## src/hdl/mic_pkg.sv

```systemverilog
// Package with shared types, constants and helper functions for the magnetometer calibration.
package mic_pkg;

    localparam int FIELD_FRAC_BITS_DEF = 16;
    localparam int SCALE_ONE = 65536;
    localparam logic [19:0] SCALE_MAX = 20'hFFFFF;
    localparam int NUM_AXES = 3;
    localparam logic [31:0] POS_MAX = 32'h7FFFFFFF;
    localparam logic [31:0] NEG_MAX = 32'h80000000;

    localparam logic [2:0] MODE_SAMPLE = 3'd0;
    localparam logic [2:0] MODE_FINISH = 3'd1;
    localparam logic [2:0] MODE_CORRECT = 3'd2;
    localparam logic [2:0] MODE_LOAD_OFF = 3'd3;
    localparam logic [2:0] MODE_LOAD_SCL = 3'd4;

    localparam logic [1:0] KIND_CORRECTED = 2'd0;
    localparam logic [1:0] KIND_SAMPLE = 2'd1;
    localparam logic [1:0] KIND_RESULT = 2'd2;
    localparam logic [1:0] KIND_LOAD = 2'd3;

    localparam logic [2:0] GAIN_RESET = 3'd1;

    typedef enum logic [2:0] {
        ST_IDLE,
        ST_CONV,
        ST_APPLY,
        ST_DIV,
        ST_OUT
    } state_t;

    typedef struct packed {
        logic start;
        logic correct;
    } lane_ctl_t;

    function automatic logic [10:0] gain_divisor(input logic [2:0] code);
        logic [10:0] d;
        begin
            unique case (code)
                3'd0: d = 11'd1370;
                3'd1: d = 11'd1090;
                3'd2: d = 11'd820;
                3'd3: d = 11'd660;
                3'd4: d = 11'd440;
                3'd5: d = 11'd390;
                3'd6: d = 11'd330;
                default: d = 11'd230;
            endcase
            return d;
        end
    endfunction

    function automatic logic [31:0] sat32(input logic signed [63:0] v);
        logic [31:0] r;
        begin
            if (v > 64'sh7FFFFFFF) begin
                r = POS_MAX;
            end else if (v < -64'sh80000000) begin
                r = NEG_MAX;
            end else begin
                r = v[31:0];
            end
            return r;
        end
    endfunction

endpackage

```

## src/hdl/mic_divider.sv

```systemverilog
// Restoring divider that produces one quotient bit per cycle.
module mic_divider
    import mic_pkg::*;
#(
    parameter int NUM_W = 64,
    parameter int DEN_W = 40
) (
    input  logic             aclk,
    input  logic             aresetn,
    input  logic             start,
    input  logic [NUM_W-1:0] numer,
    input  logic [DEN_W-1:0] denom,
    output logic             done,
    output logic [NUM_W-1:0] quot
);

    localparam int CNT_W = $clog2(NUM_W + 1);

    logic [NUM_W-1:0] quot_reg, quot_next;
    logic [DEN_W:0] rem_reg, rem_next;
    logic [DEN_W-1:0] den_reg, den_next;
    logic [CNT_W-1:0] cnt_reg, cnt_next;
    logic busy_reg, busy_next;
    logic done_reg, done_next;
    logic [DEN_W:0] trial;

    always_comb begin
        quot_next = quot_reg;
        rem_next = rem_reg;
        den_next = den_reg;
        cnt_next = cnt_reg;
        busy_next = busy_reg;
        done_next = 1'b0;
        trial = {rem_reg[DEN_W-1:0], quot_reg[NUM_W-1]};
        if (start) begin
            quot_next = numer;
            rem_next = '0;
            den_next = denom;
            cnt_next = CNT_W'(NUM_W);
            busy_next = 1'b1;
        end else if (busy_reg) begin
            if (trial >= {1'b0, den_reg}) begin
                rem_next = trial - {1'b0, den_reg};
                quot_next = {quot_reg[NUM_W-2:0], 1'b1};
            end else begin
                rem_next = trial;
                quot_next = {quot_reg[NUM_W-2:0], 1'b0};
            end
            cnt_next = cnt_reg - 1'b1;
            if (cnt_reg == CNT_W'(1)) begin
                busy_next = 1'b0;
                done_next = 1'b1;
            end
        end
    end

    always_ff @(posedge aclk) begin
        quot_reg <= quot_next;
        rem_reg <= rem_next;
        den_reg <= den_next;
        cnt_reg <= cnt_next;
        if (!aresetn) begin
            busy_reg <= 1'b0;
            done_reg <= 1'b0;
        end else begin
            busy_reg <= busy_next;
            done_reg <= done_next;
        end
    end

    assign done = done_reg;
    assign quot = quot_reg;

endmodule

```

## src/hdl/mic_lane.sv

```systemverilog
// One axis lane: conversion, correction and scale division.
module mic_lane
    import mic_pkg::*;
#(
    parameter int FIELD_FRAC_BITS = FIELD_FRAC_BITS_DEF
) (
    input  logic        aclk,
    input  logic        aresetn,
    input  lane_ctl_t   ctl,
    input  logic [2:0]  gain_code,
    input  logic [15:0] raw,
    input  logic [31:0] offset,
    input  logic [19:0] scale,
    input  logic        div_start,
    input  logic [63:0] div_numer,
    input  logic [39:0] div_denom,
    output logic        conv_done,
    output logic [31:0] field,
    output logic [31:0] corrected,
    output logic        div_done,
    output logic [63:0] div_quot
);

    localparam int RCP_W = FIELD_FRAC_BITS + 9;
    localparam int EP_W = RCP_W + 16;
    localparam int NUM_W = FIELD_FRAC_BITS + 17;
    localparam int PRD_W = RCP_W + 11;

    logic neg_reg;
    logic [15:0] mag_reg;
    logic [10:0] dv_reg;
    logic [RCP_W-1:0] rcp_reg;
    logic [RCP_W-1:0] est_reg;
    logic [12:0] rem_reg;
    logic [RCP_W-1:0] q_reg;
    logic s1_reg, s2_reg, s3_reg, done_reg;
    logic [31:0] corr_reg;
    logic [10:0] d;
    logic [15:0] mag;
    logic [EP_W-1:0] est_prod;
    logic [NUM_W-1:0] conv_num;
    logic [PRD_W-1:0] rem_w;
    logic [31:0] field_w;
    logic signed [33:0] diff;
    logic [32:0] dmag;
    logic [52:0] prod_reg;
    logic dneg_reg;
    logic signed [63:0] cval;

    // The reciprocal estimate is at most one below the rounded quotient.
    function automatic logic [RCP_W-1:0] recip(input logic [2:0] code);
        logic [63:0] r;
        begin
            case (code)
                3'd0: r = (64'd1 << (FIELD_FRAC_BITS + 16)) / 64'd1370;
                3'd1: r = (64'd1 << (FIELD_FRAC_BITS + 16)) / 64'd1090;
                3'd2: r = (64'd1 << (FIELD_FRAC_BITS + 16)) / 64'd820;
                3'd3: r = (64'd1 << (FIELD_FRAC_BITS + 16)) / 64'd660;
                3'd4: r = (64'd1 << (FIELD_FRAC_BITS + 16)) / 64'd440;
                3'd5: r = (64'd1 << (FIELD_FRAC_BITS + 16)) / 64'd390;
                3'd6: r = (64'd1 << (FIELD_FRAC_BITS + 16)) / 64'd330;
                default: r = (64'd1 << (FIELD_FRAC_BITS + 16)) / 64'd230;
            endcase
            return r[RCP_W-1:0];
        end
    endfunction

    assign d = gain_divisor(gain_code);
    assign mag = raw[15] ? 16'(-raw) : raw;

    assign est_prod = EP_W'(mag_reg) * EP_W'(rcp_reg);
    assign conv_num = NUM_W'({mag_reg, {FIELD_FRAC_BITS{1'b0}}}) + NUM_W'(dv_reg[10:1]);
    assign rem_w = PRD_W'(conv_num) - PRD_W'(est_reg) * PRD_W'(dv_reg);

    mic_divider #(.NUM_W(64), .DEN_W(40)) u_scale (
        .aclk(aclk), .aresetn(aresetn), .start(div_start), .numer(div_numer),
        .denom(div_denom), .done(div_done), .quot(div_quot)
    );

    assign field_w = sat32(neg_reg ? -$signed(64'(q_reg)) : $signed(64'(q_reg)));
    assign diff = $signed({{2{field_w[31]}}, field_w}) - $signed({{2{offset[31]}}, offset});
    assign dmag = diff[33] ? 33'(-diff) : diff[32:0];
    assign cval = dneg_reg ? -$signed(64'((prod_reg + 53'd32768) >> 16))
                           : $signed(64'((prod_reg + 53'd32768) >> 16));

    always_ff @(posedge aclk) begin
        if (ctl.start) begin
            neg_reg <= raw[15];
            mag_reg <= mag;
            dv_reg <= d;
            rcp_reg <= recip(gain_code);
        end
        if (s1_reg) begin
            est_reg <= est_prod[EP_W-1:16];
        end
        if (s2_reg) begin
            rem_reg <= rem_w[12:0];
        end
        if (s3_reg) begin
            q_reg <= est_reg + RCP_W'(rem_reg >= {2'b00, dv_reg});
        end
        if (ctl.correct) begin
            prod_reg <= dmag * scale;
            dneg_reg <= diff[33];
            corr_reg <= sat32(cval);
        end
        if (!aresetn) begin
            s1_reg <= 1'b0;
            s2_reg <= 1'b0;
            s3_reg <= 1'b0;
            done_reg <= 1'b0;
        end else begin
            s1_reg <= ctl.start;
            s2_reg <= s1_reg;
            s3_reg <= s2_reg;
            done_reg <= s3_reg;
        end
    end

    assign conv_done = done_reg;
    assign field = field_w;
    assign corrected = corr_reg;

endmodule

```

## config.mk

```make
export PLATFORM = sky130hd
export DESIGN_NAME = mic_lane
export DESIGN_NICKNAME = d
export VERILOG_FILES = /design/src/hdl/mic_pkg.sv /design/src/hdl/mic_divider.sv /design/src/hdl/mic_lane.sv
export SDC_FILE = /design/constraint.sdc
export NUM_CORES = 2
export LEC_CHECK = 0
export ABC_AREA = 0
export CAP_MARGIN = 5
export CORE_MARGIN = 2
export CORE_UTILIZATION = 55
export DETAILED_ROUTE_END_ITERATION = 10
export DONT_BUFFER_PORTS = 1
export PLACE_DENSITY_LB_ADDON = 0.15
export SYNTH_ARGS = -nofsm -noshare
export SYNTH_HDL_FRONTEND = slang
export SYNTH_HIERARCHICAL = 1
export SYNTH_SLANG_ARGS = --single-unit
```

## constraint.sdc

```tcl
create_clock -name aclk -period 12.84 [get_ports aclk]
set_input_delay 1.284 -clock aclk [delete_from_list [all_inputs] [get_ports aclk]]
set_output_delay 1.284 -clock aclk [all_outputs]
set_load 0.05 [all_outputs]
```

## Word level (Yosys, flattened, before mapping)

Cells that the tools add are included.

- $add $sub $neg: 11
- Multipliers: 3
- Order comparisons: 6
- Equal/unequal tests: 7
- Muxes and demuxes: 17
- Bitwise gates (word level): 2
- Reduce and logical (&&, ||, !) cells: 3

Operators by type and width:

| cell | count |
|---|---|
| $mux 64 | 4 |
| $pmux 25 s7 | 1 |
| $gt 64x32->1 const B | 2 |
| $lt 64x32->1 const B | 2 |
| $mux 32 | 3 |
| $pmux 11 s7 | 1 |
| $neg 25->64 | 1 |
| $neg 48->64 | 1 |
| $add 53x16->54 const B | 1 |
| $mul 33x20->53 | 1 |
| $ge 41x40->1 | 1 |
| $mul 16x25->41 | 1 |
| $mux 40 | 1 |
| $sub 40x40->40 | 1 |
| $mux 33 | 1 |
| $neg 33->33 | 1 |
| $sub 32x32->33 | 1 |
| $add 25x1->25 | 1 |
| $mul 25x11->13 | 1 |
| $neg 16->16 | 1 |
| $mux 15 | 1 |
| $ge 13x11->1 | 1 |
| $sub 13x13->13 | 1 |
| $add 1x10->11 const A | 1 |
| 10 further kinds | 18 |

- Register bits: 359
- Input bits: 180
- Output and inout port bits: 130
- Logic and storage cells: 70

## Logic depth before layout (Yosys ltp)

- Depth in word-level cells: 9
- Gate-level depth with buffers: 56

## Cells and area by module

Netlist, hierarchy kept.

Modules (own cells, without submodules):

| module | times used | cells an instance | area an instance (um^2) | seq. area each (um^2) |
|---|---|---|---|---|
| mic_lane | 1 | 5303 | 47818.4 | 5575.3 |
| mic_divider | 1 | 782 | 8633.3 | 4103.9 |

## Worst setup path before layout

No wires, ideal clock.

- Path kind: register to register
- Start: reg q_reg[2]
- End: reg prod_reg[52] (data pin)
- Library setup time: 261 ps
- Arrival: 13609 ps
- Required time: 12579 ps
- Setup slack: -1031 ps
- Cell stages (with the launch flop): 47
- Buffers on the path: 3
- Cells stage by stage: edfxtp_1 -> nor3_1 -> nand2b_1 -> nor2_1 -> nand2_1 -> or2_2 -> or4_1 -> nand2b_1 -> or3_1 -> or3_1 -> and3_1 -> clkbuf_1 -> o21ai_0 -> ha_1 -> clkbuf_1 -> a21o_1 -> a21o_1 -> a221oi_1 -> [... 11 more ...] -> fa_1 -> inv_1 -> fa_1 -> fa_1 -> inv_1 -> fa_1 -> fa_1 -> inv_1 -> fa_1 -> ha_1 -> and2_1 -> nand3_1 -> nor3_1 -> nand3_1 -> o21a_1 -> o31ai_1 -> a41oi_1 -> xnor2_1

- Longest elaborated chain between the ends: 9

Ends and longest elaborated chain:

| item | RTL line | RTL |
|---|---|---|
| start, declared | mic_lane.sv:35 | `logic [RCP_W-1:0] q_reg;` |
| start signal, assigned | mic_lane.sv:100 | `q_reg <= est_reg + RCP_W'(rem_reg >= {2'b00, dv_reg});` |
| $neg 25->64 | mic_lane.sv:80 | `assign field_w = sat32(neg_reg ? -$signed(64'(q_reg)) : $signed(64'(q_reg)));` |
| $mux 64 * | mic_lane.sv:80 |  |
| $lt 64x32->1 | mic_pkg.sv:59 | `end else if (v < -64'sh80000000) begin` |
| $mux 32 | mic_pkg.sv:59 |  |
| $mux 32 * | mic_pkg.sv:57 | `if (v > 64'sh7FFFFFFF) begin` |
| net field[7] | mic_lane.sv:18 | `output logic [31:0] field,` |
| $sub 32x32->33 * | mic_lane.sv:81 | `assign diff = $signed({{2{field_w[31]}}, field_w}) - $signed({{2{offset[31]}}, offset});` |
| $neg 33->33 | mic_lane.sv:82 | `assign dmag = diff[33] ? 33'(-diff) : diff[32:0];` |
| $mux 33 * | mic_lane.sv:82 |  |
| $mul 33x20->53 * | mic_lane.sv:103 | `prod_reg <= dmag * scale;` |
| end signal, assigned | mic_lane.sv:103 |  |
| end, declared | mic_lane.sv:46 | `logic [52:0] prod_reg;` |

The timed path passes the listed nets; every way through them passes the cells marked *.
A chain may end at the register's enable or synchronous reset.

## Worst setup path in the final report

- Start: reg q_reg[0]
- End: reg prod_reg[50] (data pin)

- Longest elaborated chain between the ends: 9

Ends and longest elaborated chain:

| item | RTL line |
|---|---|
| $neg 25->64 | mic_lane.sv:80 |
| $mux 64 * | mic_lane.sv:80 |
| $lt 64x32->1 | mic_pkg.sv:59 |
| $mux 32 | mic_pkg.sv:59 |
| $mux 32 * | mic_pkg.sv:57 |
| $sub 32x32->33 * | mic_lane.sv:81 |
| $neg 33->33 | mic_lane.sv:82 |
| $mux 33 * | mic_lane.sv:82 |
| $mul 33x20->53 * | mic_lane.sv:103 |

Mark *: on every way between the ends. The rest lies on a longest branch, timed or not.

==> results.rst <==
.. list-table::
   :header-rows: 1

   * - Metric
     - Value
   * - Run status
     - finished clean
   * - Ys Warns
     - 6
   * - Class of the most critical setup path
     - register to register
   * - Maximum level of the CTS H-tree
     - 2
   * - Post-synthesis async set-or-reset flop share
     - 0%
   * - Core area
     - 101700 µm²
   * - Endpoint kind of the worst setup timing path
     - register
   * - Synth Flop Type
     - sky130_fd_sc_hd__edfxtp_1
   * - Clock insertion delay at the later pin of the skew report
     - 0.62 ns
   * - Overall overflow remaining after global route
     - 0
   * - Initial antenna violation count
     - 13
   * - Number of placed I/O pins
     - 310
   * - Number of instances in the synthesized netlist
     - 6085
   * - Number of cell rows
     - 117
   * - Timing-limited maximum frequency
     - 0.08007 GHz
   * - Cell types with the largest area share after synthesis
     - sky130_fd_sc_hd__fa_1 33%, sky130_fd_sc_hd__edfxtp_1 15%, sky130_fd_sc_hd__ha_1 9.0%, sky130_fd_sc_hd__inv_1 7.5%, sky130_fd_sc_hd__nand2_1 5.5%
   * - DRC viols
     - 0
   * - CP peak stage delay
     - 0.53 ns
   * - Smallest hold slack
     - 0.5016 ns
   * - Vias per cell
     - 5.592
   * - Number of synthesized flops with an enable pin
     - 287
   * - Critical path startpoint category
     - register
   * - Overall track demand over capacity in global routing
     - 29.11%
   * - Unrepaired setup endpoints after global routing
     - true
   * - Final critical-path setup slack
     - 0.3511 ns
   * - Starting Density
     - 55.49%
   * - Core utilization of the finished layout
     - 60.39%
   * - Post-route insts no fill
     - 7503
   * - Count of antenna-violating nets left after detailed routing
     - 0
   * - Maximum number of pins on one net before global-route repair
     - 154
   * - Drt wl/cell
     - 20.19 µm
   * - Root buf cell
     - sky130_fd_sc_hd__clkbuf_16
   * - Share of final-layout standard cells stronger than drive strength 1
     - 9.608%
   * - Worst slack at placement
     - -0.2708 ns
   * - Critical register-to-register path startpoint
     - q_reg[0]
   * - DP Cell Count
     - 7384
   * - Post-synth net total
     - 7594
   * - Distinct cell type count of the synthesized netlist
     - 99
   * - Final count of pins violating max slew
     - 0
   * - Number of buffers on the longest clock path
     - 3
   * - Total wire length
     - 151500 µm
   * - Violation count after the first detailed-routing iteration
     - 2961
   * - CTS clock-pin slew for the worst setup and hold paths
     - 0.06 ns
   * - Die height
     - 324.4 µm
   * - Number of flip-flops under the largest register name
     - 64
   * - Final Hold Violating Endpoints
     - 0
   * - Sum of buffers and inverters on the critical path
     - 11
   * - Layout area overhead
     - 8.841%
   * - Vias after detailed routing
     - 41960
   * - Post-detail-place hpwl
     - 120900 µm
   * - Path type of the worst min-delay path
     - register to register
   * - Period Utilization, post-route
     - 97.27%
   * - Most frequently used cell type in the post-synthesis netlist
     - sky130_fd_sc_hd__inv_1
   * - Pre-antenna DRT Iters
     - 7
   * - Biggest area consumer among synthesized cells
     - sky130_fd_sc_hd__fa_1
   * - Number of buffer cells added on primary ports
     - 0
   * - Finish-stage setup viols
     - 0
   * - Biggest fanout along the worst timing path
     - 5
   * - Fraction of the yosys area taken by sequential cells
     - 17.15%
   * - Global-route wire length before repair
     - 242900 µm
   * - Min-Delay Startpoint
     - u_scale/rem_reg[36]
   * - Clk sink count
     - 340
   * - Beginning of the critical path
     - q_reg[0]
   * - CTS tree
     - built
   * - Final Wtd Congestion
     - 0.9440
   * - Worst-case headroom to the max-slew limit
     - 20.65%
   * - Family of cells with the greatest summed delay on the critical path
     - adder cells
   * - Die outline area
     - 105200 µm²
   * - Required time of the worst setup path
     - 13.21 ns
   * - Min Tclk post-route
     - 12.49 ns
   * - Cell area after synthesis
     - 56450 µm²
   * - Maximum Capacitance Violations
     - 0
   * - Arrival @ worst endpoint
     - 12.85 ns
   * - Number of buffers inserted for hold repair after clock tree synthesis
     - 0
   * - Top cell type's share of synthesized area
     - 32.66%
   * - Worst clock skew on the final layout
     - 0.04856 ns
   * - Total number of nets in the final design
     - 7606
   * - Via count of the first global-routing pass
     - 43830
   * - #FFs+latches synth
     - 340
   * - Top cell by count, worst path
     - sky130_fd_sc_hd__inv_1
   * - Measured slew at the worst slew-check pin
     - 1.189 ns
   * - Mean Syn Cell Area
     - 9.277 µm²
   * - Synth cell count leaders
     - 1123 x sky130_fd_sc_hd__inv_1, 921 x sky130_fd_sc_hd__fa_1, 825 x sky130_fd_sc_hd__nand2_1
   * - Slowest stage cell on the critical path
     - sky130_fd_sc_hd__fa_1
   * - Die width
     - 324.4 µm
   * - Clock buffers created by TritonCTS
     - 42
==> kinds of logic after synthesis <==
| kind of cell | share of synthesized area, % |
|---|---|
| muxes | 2.024 |
| AOI/OAI and AO/OA | 8.374 |
| buffers and inverters | 9.816 |
| DFF | 17.15 |
| xor gates and xnor gates | 4.748 |
| adders and majority gates | 41.70 |
| and+or+nand+nor | 16.19 |
==> area by class of cell <==
class / count / area [µm²]
clock inverter: 22 / 239.0
inverter: 1124 / 4219
clock buffer: 55 / 1140
antenna: 5 / 12.51
fill: 8679 / 40300
tap: 1368 / 1712
sequential: 340 / 9681
timing repair buffer: 276 / 2250
multi-input combinational: 4313 / 42190
==> per-stage QoR <==
step                      cell area, µm²  setup TNS, ns
after floorplan                    56590              0
after global placement             58950              0
after detailed placement           58950         -2.139
after CTS                          60410              0
after global routing               61440         -1.597
final                              61440              0
==> layer usage <==
metal,up-vias,track usage [%],part of all wire (%)
li1,19270,-,-
met1,20960,39.64,42
met2,1464,46.80,46
met3,252,6.797,8.4
met4,12,7.877,2.8
met5,-,0,0.054
==> what timing repair did <==
action,CTS,global route
hold endpoints to repair,0,0
buffers inserted,3,30
pin swaps,3,62
endpoints found under the setup margin,15,27
gates cloned,0,4
gates resized for setup,13,132
==> cell usage in the layout (no fill, tap or decap), types with 145 or more instances in the layout <==
cell type | netlist | routed
sky130_fd_sc_hd__buf_4 | 7 | 257
sky130_fd_sc_hd__edfxtp_1 | 287 | 287
sky130_fd_sc_hd__a21oi_1 | 153 | 145
sky130_fd_sc_hd__fa_1 | 921 | 918
sky130_fd_sc_hd__inv_1 | 1123 | 1121
sky130_fd_sc_hd__and2_1 | 441 | 436
sky130_fd_sc_hd__nand2_1 | 825 | 823
sky130_fd_sc_hd__nor2_1 | 189 | 187
sky130_fd_sc_hd__ha_1 | 408 | 394
sky130_fd_sc_hd__xnor2_1 | 208 | 190
==> worst paths after layout <==
kind	to	slack [ns]	depth (start not counted)
setup / recovery	prod_reg[50]	0.35	52
hold / removal	u_scale/rem_reg[36]	0.50	2
setup reg to reg	prod_reg[50]	0.35	52
hold reg to reg	u_scale/rem_reg[36]	0.50	2
==> worst reg2reg max path: cells and delay by family, from the launching register on <==
family                     cells  cell delay, ns
AOI/OAI and AO/OA             19            3.87
xor gates and xnor gates       3            0.48
adders and majority gates     12            4.65
buffers and inverters         11            0.87
DFF                            1            0.41
and+or+nand+nor                7            1.95
Power is left out: the tool's default activity adds up to more than one toggle a clock period on the data nets, which glitch-free logic cannot reach.
